### config.mk
export PLATFORM = sky130hd
export DESIGN_NAME = radix_prefixed_integer_parser
export DESIGN_NICKNAME = d
export VERILOG_FILES = /design/src/sv/rpip_pkg.sv /design/src/sv/radix_prefixed_integer_parser.sv
export VERILOG_INCLUDE_DIRS = /design/src /design/src/sv
export SDC_FILE = /design/constraint.sdc
export NUM_CORES = 1
export LEC_CHECK = 0
export BUFFER_PORTS_ARGS = -buffer_cell sky130_fd_sc_hd__buf_2
export CAP_MARGIN = 0
export CELL_PAD_IN_SITES_DETAIL_PLACEMENT = 0
export CELL_PAD_IN_SITES_GLOBAL_PLACEMENT = 1
export CORE_UTILIZATION = 47
export DETAILED_ROUTE_END_ITERATION = 7
export HOLD_SLACK_MARGIN = 0.06
export PLACE_DENSITY = 0.78
export SETUP_SLACK_MARGIN = 0.5
export SLEW_MARGIN = 10
export SYNTH_ARGS = -nofsm -noshare
export SYNTH_HDL_FRONTEND = slang
export SYNTH_SLANG_ARGS = --single-unit
export TNS_END_PERCENT = 100
### constraint.sdc
create_clock -name i_clk -period 5.97 [get_ports i_clk]
set_input_delay 0.597 -clock i_clk [delete_from_list [all_inputs] [get_ports i_clk]]
set_output_delay 0.597 -clock i_clk [all_outputs]
set_load 0.02 [all_outputs]
### src/sv/radix_prefixed_integer_parser_defines.svh
// Assertion macros shared by the parser RTL.
`ifndef RADIX_PREFIXED_INTEGER_PARSER_DEFINES_SVH
`define RADIX_PREFIXED_INTEGER_PARSER_DEFINES_SVH

// Same-cycle implication, checked outside reset.
`define RPIP_ASSERT_NOW(label, ante, cons, msg) \
    label: assert property (@(posedge i_clk) disable iff (!i_rst_n) (ante) |-> (cons)) \
        else $error(msg);

// Next-cycle implication, checked outside reset.
`define RPIP_ASSERT_NEXT(label, ante, cons, msg) \
    label: assert property (@(posedge i_clk) disable iff (!i_rst_n) (ante) |=> (cons)) \
        else $error(msg);

`endif

### src/sv/rpip_pkg.sv
// Types and character constants for the radix-prefixed integer parser.
package rpip_pkg;

    typedef struct packed {
        logic [7:0] ch;
        logic       start_req;
    } t_in;

    typedef struct packed {
        logic signed [31:0] value;
        logic               is_string;
    } t_out;

    typedef enum logic [4:0] {
        PH_IDLE   = 5'b00001,
        PH_SIGN   = 5'b00010,
        PH_FIRST  = 5'b00100,
        PH_ZERO   = 5'b01000,
        PH_DIGITS = 5'b10000
    } t_phase;

    localparam logic [7:0] CH_SPACE = 8'h20;
    localparam logic [7:0] CH_NUL   = 8'h00;
    localparam logic [7:0] CH_TAB   = 8'h09;
    localparam logic [7:0] CH_COMMA = 8'h2C;
    localparam logic [7:0] CH_MINUS = 8'h2D;
    localparam logic [7:0] CH_EQ    = 8'h3D;
    localparam logic [7:0] CH_X     = 8'h78;
    localparam logic [7:0] CH_B     = 8'h62;
    localparam logic [7:0] CH_0     = 8'h30;
    localparam logic [7:0] CH_1     = 8'h31;
    localparam logic [7:0] CH_7     = 8'h37;
    localparam logic [7:0] CH_9     = 8'h39;
    localparam logic [7:0] CH_LA    = 8'h61;
    localparam logic [7:0] CH_LF    = 8'h66;
    localparam logic [7:0] CH_UA    = 8'h41;
    localparam logic [7:0] CH_UF    = 8'h46;

    localparam logic [4:0] RADIX_2  = 5'd2;
    localparam logic [4:0] RADIX_8  = 5'd8;
    localparam logic [4:0] RADIX_10 = 5'd10;
    localparam logic [4:0] RADIX_16 = 5'd16;
    localparam logic [4:0] DIGIT_NONE = 5'd31;

endpackage

### src/sv/radix_prefixed_integer_parser.sv
// Radix-prefixed integer parser: one character per transaction, one number out.
//
//  channel  | valid        | stall        | payload
//  ---------+--------------+--------------+-------------------------
//  input    | i_in_valid   | o_in_stall   | i_in_data  (ch, start_req)
//  output   | o_out_valid  | i_out_stall  | o_out_data (value, is_string)
//
// One character per cycle while the input is not stalled; a result appears in the output
// register in the cycle after the character that closes the value.
// Parse state and the output register update in the same cycle as the
// character is taken; the digit step is a shift-and-add by the radix.
// Reset (synchronous, active low) returns to idle with an empty output.
// Input stalls only while a result waits and the output is stalled.
`include "radix_prefixed_integer_parser_defines.svh"

module radix_prefixed_integer_parser
    import rpip_pkg::*;
(
    input  logic i_clk,
    input  logic i_rst_n,
    input  logic i_in_valid,
    output logic o_in_stall,
    input  t_in  i_in_data,
    output logic o_out_valid,
    input  logic i_out_stall,
    output t_out o_out_data
);

    t_phase      r_phase, n_phase;
    logic [4:0]  r_radix, n_radix;
    logic [31:0] r_acc, n_acc;
    logic        r_neg, n_neg;
    logic        r_bad, n_bad;
    logic        r_out_valid;
    t_out        r_out, n_res;
    logic        w_fire;
    logic        w_in_acc;
    logic        w_sep;
    logic [4:0]  w_digit;
    logic [31:0] w_scaled;
    logic [31:0] w_signed;

    assign o_in_stall  = r_out_valid & i_out_stall;
    assign w_in_acc    = i_in_valid & ~o_in_stall;
    assign o_out_valid = r_out_valid;
    assign o_out_data  = r_out;

    assign w_sep = (i_in_data.ch == CH_SPACE) || (i_in_data.ch == CH_NUL) ||
                   (i_in_data.ch == CH_TAB)   || (i_in_data.ch == CH_COMMA);

    always_comb begin
        w_digit = DIGIT_NONE;
        if (i_in_data.ch >= CH_0 && i_in_data.ch <= CH_9) begin
            w_digit = 5'(i_in_data.ch - CH_0);
        end else if (i_in_data.ch >= CH_LA && i_in_data.ch <= CH_LF) begin
            w_digit = 5'(i_in_data.ch - CH_LA + 8'd10);
        end else if (i_in_data.ch >= CH_UA && i_in_data.ch <= CH_UF) begin
            w_digit = 5'(i_in_data.ch - CH_UA + 8'd10);
        end
    end

    // acc * radix as shifts; radix is always one of the four values
    always_comb begin
        case (r_radix)
            RADIX_2:  w_scaled = {r_acc[30:0], 1'b0};
            RADIX_8:  w_scaled = {r_acc[28:0], 3'b000};
            RADIX_16: w_scaled = {r_acc[27:0], 4'b0000};
            default:  w_scaled = {r_acc[28:0], 3'b000} + {r_acc[30:0], 1'b0};
        endcase
    end

    assign w_signed = r_neg ? (32'd0 - r_acc) : r_acc;

    always_comb begin
        n_phase = r_phase;
        n_radix = r_radix;
        n_acc   = r_acc;
        n_neg   = r_neg;
        n_bad   = r_bad;
        w_fire  = 1'b0;
        n_res.value     = w_signed;
        n_res.is_string = 1'b0;
        if (i_in_data.start_req) begin
            n_radix = RADIX_10;
            n_acc   = '0;
            n_neg   = 1'b0;
            n_bad   = 1'b0;
            if (i_in_data.ch == CH_EQ) begin
                n_phase = PH_SIGN;
            end else begin
                n_phase = PH_IDLE;
                w_fire  = 1'b1;
                n_res.value = 32'sd1;
            end
        end else begin
            unique case (r_phase) inside
                PH_IDLE: begin
                end
                PH_SIGN, PH_FIRST: begin
                    if (r_phase == PH_SIGN && i_in_data.ch == CH_MINUS) begin
                        n_neg   = 1'b1;
                        n_phase = PH_FIRST;
                    end else if (w_sep) begin
                        w_fire  = 1'b1;
                        n_phase = PH_IDLE;
                        n_res.value     = '0;
                        n_res.is_string = 1'b1;
                    end else if (i_in_data.ch == CH_0) begin
                        n_acc   = '0;
                        n_phase = PH_ZERO;
                    end else if (i_in_data.ch >= CH_1 && i_in_data.ch <= CH_9) begin
                        n_acc   = {27'd0, w_digit};
                        n_radix = RADIX_10;
                        n_phase = PH_DIGITS;
                    end else begin
                        n_bad   = 1'b1;
                        n_phase = PH_DIGITS;
                    end
                end
                PH_ZERO: begin
                    if (w_sep) begin
                        w_fire  = 1'b1;
                        n_phase = PH_IDLE;
                    end else begin
                        n_phase = PH_DIGITS;
                        if (i_in_data.ch == CH_X) begin
                            n_radix = RADIX_16;
                        end else if (i_in_data.ch == CH_B) begin
                            n_radix = RADIX_2;
                        end else if (i_in_data.ch >= CH_0 && i_in_data.ch <= CH_7) begin
                            n_acc   = {27'd0, w_digit};
                            n_radix = RADIX_8;
                        end else begin
                            n_bad = 1'b1;
                        end
                    end
                end
                PH_DIGITS: begin
                    if (w_sep) begin
                        w_fire  = 1'b1;
                        n_phase = PH_IDLE;
                        if (r_bad) begin
                            n_res.value     = '0;
                            n_res.is_string = 1'b1;
                        end
                    end else if (w_digit >= r_radix) begin
                        n_bad = 1'b1;
                    end else begin
                        n_acc = w_scaled + {27'd0, w_digit};
                    end
                end
                default: begin
                    n_phase = PH_IDLE;
                end
            endcase
        end
    end

    always_ff @(posedge i_clk) begin
        if (!i_rst_n) begin
            r_phase     <= PH_IDLE;
            r_radix     <= RADIX_10;
            r_acc       <= '0;
            r_neg       <= 1'b0;
            r_bad       <= 1'b0;
            r_out_valid <= 1'b0;
        end else begin
            if (w_in_acc) begin
                r_phase <= n_phase;
                r_radix <= n_radix;
                r_acc   <= n_acc;
                r_neg   <= n_neg;
                r_bad   <= n_bad;
            end
            if (!r_out_valid || !i_out_stall) begin
                r_out_valid <= w_in_acc & w_fire;
            end
        end
    end

    always_ff @(posedge i_clk) begin
        if (w_in_acc && w_fire) begin
            r_out <= n_res;
        end
    end

    `RPIP_ASSERT_NOW(a_string_zero, r_out_valid && r_out.is_string, r_out.value == 32'sd0,
        "string result carries a nonzero value")
    `RPIP_ASSERT_NEXT(a_plain_start, w_in_acc && i_in_data.start_req && i_in_data.ch != CH_EQ,
        r_out_valid && r_out.value == 32'sd1 && !r_out.is_string && r_phase == PH_IDLE,
        "start without '=' did not give number one")
    `RPIP_ASSERT_NEXT(a_fire_idle, w_in_acc && w_fire, r_out_valid && r_phase == PH_IDLE,
        "result issued but parser not back to idle")
    `RPIP_ASSERT_NEXT(a_idle_ignore, w_in_acc && !i_in_data.start_req && r_phase == PH_IDLE,
        r_phase == PH_IDLE && r_acc == $past(r_acc),
        "idle parser reacted to a character without start")

endmodule
# Word-level counts from Yosys, hierarchy flattened

Cells that the tools add are included.

Bits in registers: 78
Input port bits: 13

Add/sub/neg operators: 8
$lt $le $gt $ge: 9
Equality and inequality tests: 33
Multiplexer cells: 62
Bitwise logic cells: 4
Reductions and logical operators: 25

Operator list:

| operator                                                              | count |
|---|---|
| 32-bit 2-to-1 mux                                                     | 14 |
| 32-bit one-hot mux with 3 select lines                                | 2 |
| 33-bit 2-to-1 mux                                                     | 4 |
| 5-bit 2-to-1 mux                                                      | 18 |
| 33-bit one-hot mux with 2 select lines                                | 1 |
| 8-bit by 6-bit == test with 1-bit output, second input constant       | 5 |
| 3-bit inequality test, second input constant                          | 12 |
| 32-bit adder                                                          | 1 |
| 32-bit by 5-bit adder with 32-bit output                              | 1 |
| 1-bit by 32-bit subtractor with 32-bit output, first input constant   | 1 |
| 5-bit one-hot mux with 4 select lines                                 | 1 |
| 1-bit 2-to-1 mux                                                      | 18 |
| 8-bit by 7-bit == test with 1-bit output, second input constant       | 2 |
| 8-bit by 6-bit >= comparator with 1-bit output, second input constant | 2 |
| 8-bit by 7-bit >= comparator with 1-bit output, second input constant | 2 |
| 8-bit by 6-bit <= comparator with 1-bit output, second input constant | 2 |
| 8-bit by 7-bit <= comparator with 1-bit output, second input constant | 2 |
| 12-bit AND reduction                                                  | 1 |
| 11-bit AND reduction                                                  | 1 |
| 5-bit by 4-bit adder with 5-bit output, second input constant         | 2 |
| 5-bit by 2-bit == test with 1-bit output, second input constant       | 2 |
| 5-bit by 4-bit == test with 1-bit output, second input constant       | 2 |
| 5-bit == test, second input constant                                  | 2 |
| 5-bit one-hot mux with 2 select lines                                 | 1 |
| 25 further kinds                                                      | 42 |

# Logic depth before layout (Yosys ltp)

Depth in word-level cells: 11
Gate-level depth with buffers: 19
Gate-level depth less buffers: 17

# Worst setup path after synthesis

Ideal clock, no wire load.

Kind: input -> register
Start point: in i_in_data[1] in the netlist's numbering
End point: reg r_out (netlist bit o_out_data[0]), enable pin
Library setup time: 467 ps
Data arrival time: 3856 ps
Slack: 1647 ps
Stages on the path: 8
Path buffers: 1
Path through: clkbuf_1 > inv_1 > ha_1 > nand2b_1 > a21oi_1 > o21a_1 > a21oi_1 > nor3_1

Word-level cells in the longest chain between the ends: 9

Ends and longest elaborated chain:

| element                                                                            | RTL line                                                                                                         | RTL |
|---|---|---|
| start, declared                                                                    | radix_prefixed_integer_parser.sv:23                                                                              | `input t_in i_in_data,` |
| 8-bit by 6-bit == test with 1-bit output / 8-bit zero test (equally long branches) | radix_prefixed_integer_parser.sv:48                                                                              | `assign w_sep = (i_in_data.ch == CH_SPACE) \|\| (i_in_data.ch == CH_NUL) \|\|` |
| 1-bit logical OR (2 in series)                                                     | radix_prefixed_integer_parser.sv:48                                                                              |  |
| 1-bit logical OR                                                                   | radix_prefixed_integer_parser.sv:49                                                                              | `(i_in_data.ch == CH_TAB) \|\| (i_in_data.ch == CH_COMMA);` |
| 1-bit 2-to-1 mux                                                                   | radix_prefixed_integer_parser.sv:103, radix_prefixed_integer_parser.sv:121, radix_prefixed_integer_parser.sv:139 |  |
| 1-bit 2-to-1 mux                                                                   | radix_prefixed_integer_parser.sv:100                                                                             | `if (r_phase == PH_SIGN && i_in_data.ch == CH_MINUS) begin` |
| 1-bit one-hot mux with 2 select lines                                              | radix_prefixed_integer_parser.sv:96                                                                              | `unique case (r_phase) inside` |
| 1-bit 2-to-1 mux *                                                                 | radix_prefixed_integer_parser.sv:83                                                                              | `if (i_in_data.start_req) begin` |
| 1-bit logical AND *                                                                | radix_prefixed_integer_parser.sv:182                                                                             | `if (w_in_acc && w_fire) begin` |
| end signal, assigned                                                               | radix_prefixed_integer_parser.sv:183                                                                             | `r_out <= n_res;` |
| end, declared                                                                      | radix_prefixed_integer_parser.sv:35                                                                              | `t_out r_out, n_res;` |

Mark *: on every way between the ends. The rest lies on a longest branch, timed or not.
A chain may end at the register's enable or synchronous reset.

# Final worst setup path

Start point: reg r_radix[1]
End point: reg r_acc[20]

Word-level cells in the longest chain between the ends: 7

Ends and longest elaborated chain:

| element                                     | RTL line                             | RTL |
|---|---|---|
| start, declared                             | radix_prefixed_integer_parser.sv:30  | `logic [4:0] r_radix, n_radix;` |
| start signal, assigned                      | radix_prefixed_integer_parser.sv:170 | `r_radix <= n_radix;` |
| 5-bit == test, or another cell as far along | radix_prefixed_integer_parser.sv:64  | `case (r_radix)` |
| 32-bit one-hot mux with 3 select lines      | radix_prefixed_integer_parser.sv:64  |  |
| 32-bit by 5-bit adder with 32-bit output    | radix_prefixed_integer_parser.sv:149 | `n_acc = w_scaled + {27'd0, w_digit};` |
| 32-bit 2-to-1 mux                           | radix_prefixed_integer_parser.sv:146 | `end else if (w_digit >= r_radix) begin` |
| 32-bit 2-to-1 mux                           | radix_prefixed_integer_parser.sv:139 | `if (w_sep) begin` |
| 32-bit one-hot mux with 3 select lines      | radix_prefixed_integer_parser.sv:96  |  |
| 32-bit 2-to-1 mux                           | radix_prefixed_integer_parser.sv:83  |  |
| end signal, assigned                        | radix_prefixed_integer_parser.sv:171 | `r_acc <= n_acc;` |
| end, declared                               | radix_prefixed_integer_parser.sv:31  | `logic [31:0] r_acc, n_acc;` |

Several ways; a longest one is shown, not always the timed one. The select of a mux whose other input is x is not followed.

==> results.toml <==
[critical_path]
cp_cell_sequence = "nor2b_4 > o31ai_4 > a311oi_1 > a21oi_1 > ha_1 > o21ai_0 > nand2b_1 > o21ai_1 > or3_1 > or3_1 > nand3b_1 > xor2_1 > o21ai_1"
arrival_ns = 4.44
slowest_stage = "sky130_fd_sc_hd__dfxtp_1"
crit-reg2reg-capture = "r_acc[20]"
critPathMaxFanout = 23
worstPathBufferInverterCount = 0
family_with_the_most_delay_on_the_worst_path = "simple AND/OR/NAND/NOR gates"
setup.worst_path.end_class = "flop"
worst-r2r-setup-slack_ns = 1.76
setup.worst_path.class = "reg2reg"
worst_ep_required_time_ns = 6.20
r2r_cells = 13
r2r_startpoint = "r_radix[1]"
cpPeakStageDelay_ns = 0.73
startpoint_type = "flop"

[sta]
max-slew-margin-rel_pct = 23.63
slew_viol_final = 0
final.period_utilization_pct = 70.58
max_freq_ghz = 0.2373
period_minus_slack_ns = 4.214
final-hold-violation-count = 0
final_setup_violation_count = 0
timing.clock.skew_ns = 0.007266
final_critical_path_setup_slack_ns = 1.756
timing.hold.ws_ns = 0.4856
worst_pin_slew_ns = 1.144
rsz0062_at_grt = "no"
tns_ns = 0

[global_routing]
first_pass_grt_wire_length_um = 35990
via_count_of_the_first_global_routing_pass = 6947
track_usage_pct = 27.76
global_route.overflow_total = 0
grt_start_max_net_pins = 35
initial_antenna_violation_count = 0

[layout]
post_layout_nets = 1004
footprint_of_the_multi_input_gates_um2 = 5313
synthToLayoutAreaGrowth_pct = 7.814
fill_cells = 1482
antenna_cells = 0
finalCoreUtilization_pct = 52.67
drive_above_1_share_pct = 11.62
area.sequential_um2 = 1852

[drt]
number_of_optimization_iterations_in_the_first_detailed_route_pass = 5
route.detailed.wl_per_inst_um = 18.86
vias_per_cell = 6.211
drt-initial-drc-count = 509
route.vias.total = 7242
wl_um = 22000
ant_nets = 0
drc = 0

[synth]
syn_nets = 1001
synth_cell_types = 90
synth.yosys.seq_area_share_pct = 24.66
synthesis.instances = 947
yosys_most_used_dff = "sky130_fd_sc_hd__dfxtp_1"
synth.top_cell.area_share_pct = 13.20
postSynth.asyncResetShare_pct = 0
synth-edff-count = 33
syn_area_um2 = 7510
yosysWarnings = 0
yosysMostFrequentCell = "sky130_fd_sc_hd__nand2_1"
syn_area_per_cell_um2 = 7.930
netlist.top_cell.by_area = "sky130_fd_sc_hd__edfxtp_1"
synth.top_cells.by_area = "sky130_fd_sc_hd__edfxtp_1 (13%), sky130_fd_sc_hd__dfxtp_1 (11%), sky130_fd_sc_hd__ha_1 (6.7%)"
ys_ff_latch = 76
synth_common_cells = "sky130_fd_sc_hd__nand2_1 (106), sky130_fd_sc_hd__nor2_1 (92), sky130_fd_sc_hd__o21ai_0 (53), sky130_fd_sc_hd__xor2_1 (50), sky130_fd_sc_hd__dfxtp_1 (43)"

[clock_network]
cts.sinks = 76
cts-buffers-inserted = 9
max-clock-path-buffers = 2
ctsHtreeMaxLevel = 3
cts_setup_buffers = 0
holdBufCountCts = 0
cts_repair_resize_count = 0
cts_root_buffer = "sky130_fd_sc_hd__clkbuf_16"
clkTransAtPathRegs_ns = 0.06
tritoncts_clock_tree = "done"
clock_insertion_delay_worst_skew_ns = 0.35

[floorplan]
start_util_pct = 48.86
rows = 45
total_die_area_um2 = 16490
die-width_um = 128.4
boundaryPins = 48
core_area_um2 = 15370
die-height_um = 128.4

[hold_path]
hold_path_class = "reg2reg"
whs_endpoint = "r_acc[31]"
worst_hold_path.num_cells = 2
worst_hold_startpoint = "r_acc[31]"

[power_and_ir_drop]
power.leakage_nw = 3.119
vdd_ir_drop_max_uv = 128.4
power_density_nw_per_um2 = 157.3

[placement]
pre_cts_ws_ns = 1.487
hpwlAfterDp_um = 16320
gpl.final_weighted_congestion = 0.8658
input_output_buffers = 47

[flow_run]
drv_cap = 0

[status]
run_status = "finished, final reports clean"
stage by stage:
stage	power [mW]	area [um2]	instances
floorplan	0.6679	7510	947
global placement	0.7017	7791	1150
detailed placement	0.7052	7791	1150
CTS	1.284	8097	1166
global route	1.318	8097	1166
finish	1.274	8097	1166
worst max-delay path by stage:
stage	slack, ns	startpoint	end	depth (start not counted)
finish	1.76	r_radix[1]	r_acc[20]	13
global route	1.45	r_radix[1]	r_acc[20]	13
CTS	1.78	r_radix[4]	r_acc[31]	11
detailed placement	1.49	i_in_data[1]	r_acc[31]	17
global placement	1.71	i_in_data[1]	r_acc[31]	17
floorplan	1.65	i_in_data[1]	o_out_data[0]	8
cell families after synthesis:
kind of cell | Yosys count | synth area share (%)
simple gates | 369 | 25.76
compound gates | 297 | 28.11
buf+inv | 82 | 4.732
flops | 76 | 24.66
xor+xnor | 70 | 8.164
fa+ha+maj | 41 | 6.931
mux | 12 | 1.649
layout make-up:
type | instances | area share [%]
multi-input cells | 789 | 65.62
flip-flops and latches | 76 | 22.87
repair buffers | 54 | 3.554
well taps | 211 | 3.261
clock buffers | 9 | 2.782
clock inverters | 7 | 0.9890
inverters | 20 | 0.9272
tightest hold or removal path, cell delays in order, from the launching register on:
cell and delay, ns:
sky130_fd_sc_hd__dfxtp_1 0.32, sky130_fd_sc_hd__nand2_1 0.06, sky130_fd_sc_hd__nand3_1 0.05
cells in the final DEF, fill, tap and decap left out, types with 15 or more instances in the layout:
cell type	Yosys	routed
sky130_fd_sc_hd__a21oi_1	39	39
sky130_fd_sc_hd__a22oi_1	33	33
sky130_fd_sc_hd__buf_2	19	47
sky130_fd_sc_hd__dfxtp_1	43	43
sky130_fd_sc_hd__edfxtp_1	33	33
sky130_fd_sc_hd__ha_1	40	40
sky130_fd_sc_hd__inv_1	20	20
sky130_fd_sc_hd__nand2_1	106	106
sky130_fd_sc_hd__nand2b_1	15	15
sky130_fd_sc_hd__nand3_1	16	16
sky130_fd_sc_hd__nor2_1	92	92
sky130_fd_sc_hd__nor2b_1	23	23
sky130_fd_sc_hd__nor3_1	18	17
sky130_fd_sc_hd__o21ai_0	53	53
sky130_fd_sc_hd__o21ai_1	15	15
sky130_fd_sc_hd__xnor2_1	20	20
sky130_fd_sc_hd__xor2_1	50	50
metal layers:
| metal | global-route usage (%) | vias up | part of all wire [%] | wire length, um |
|---|---|---|---|---|
| li1 | - | 3534 | - | - |
| met1 | 34.46 | 3499 | 44 | 9589 |
| met2 | 48.87 | 171 | 50 | 11080 |
| met3 | 4.283 | 38 | 3.6 | 799 |
| met4 | 9.481 | 0 | 2.4 | 527 |
| met5 | 0 | - | 0 | 0 |
sequential cells by signal (all words and copies together), names as in the netlist:
register and cells:
r_neg 1, r_radix 3, o_out_data 33, r_bad 1
o_out_valid 1, r_acc 32, r_phase 5
where the power goes:
part	switching [mW]	internal, mW
Sequential	0.00672	0.551
Clock	0.249	0.331
Combinational	0.0865	0.0497
Power figures use the tool's default switching activity.
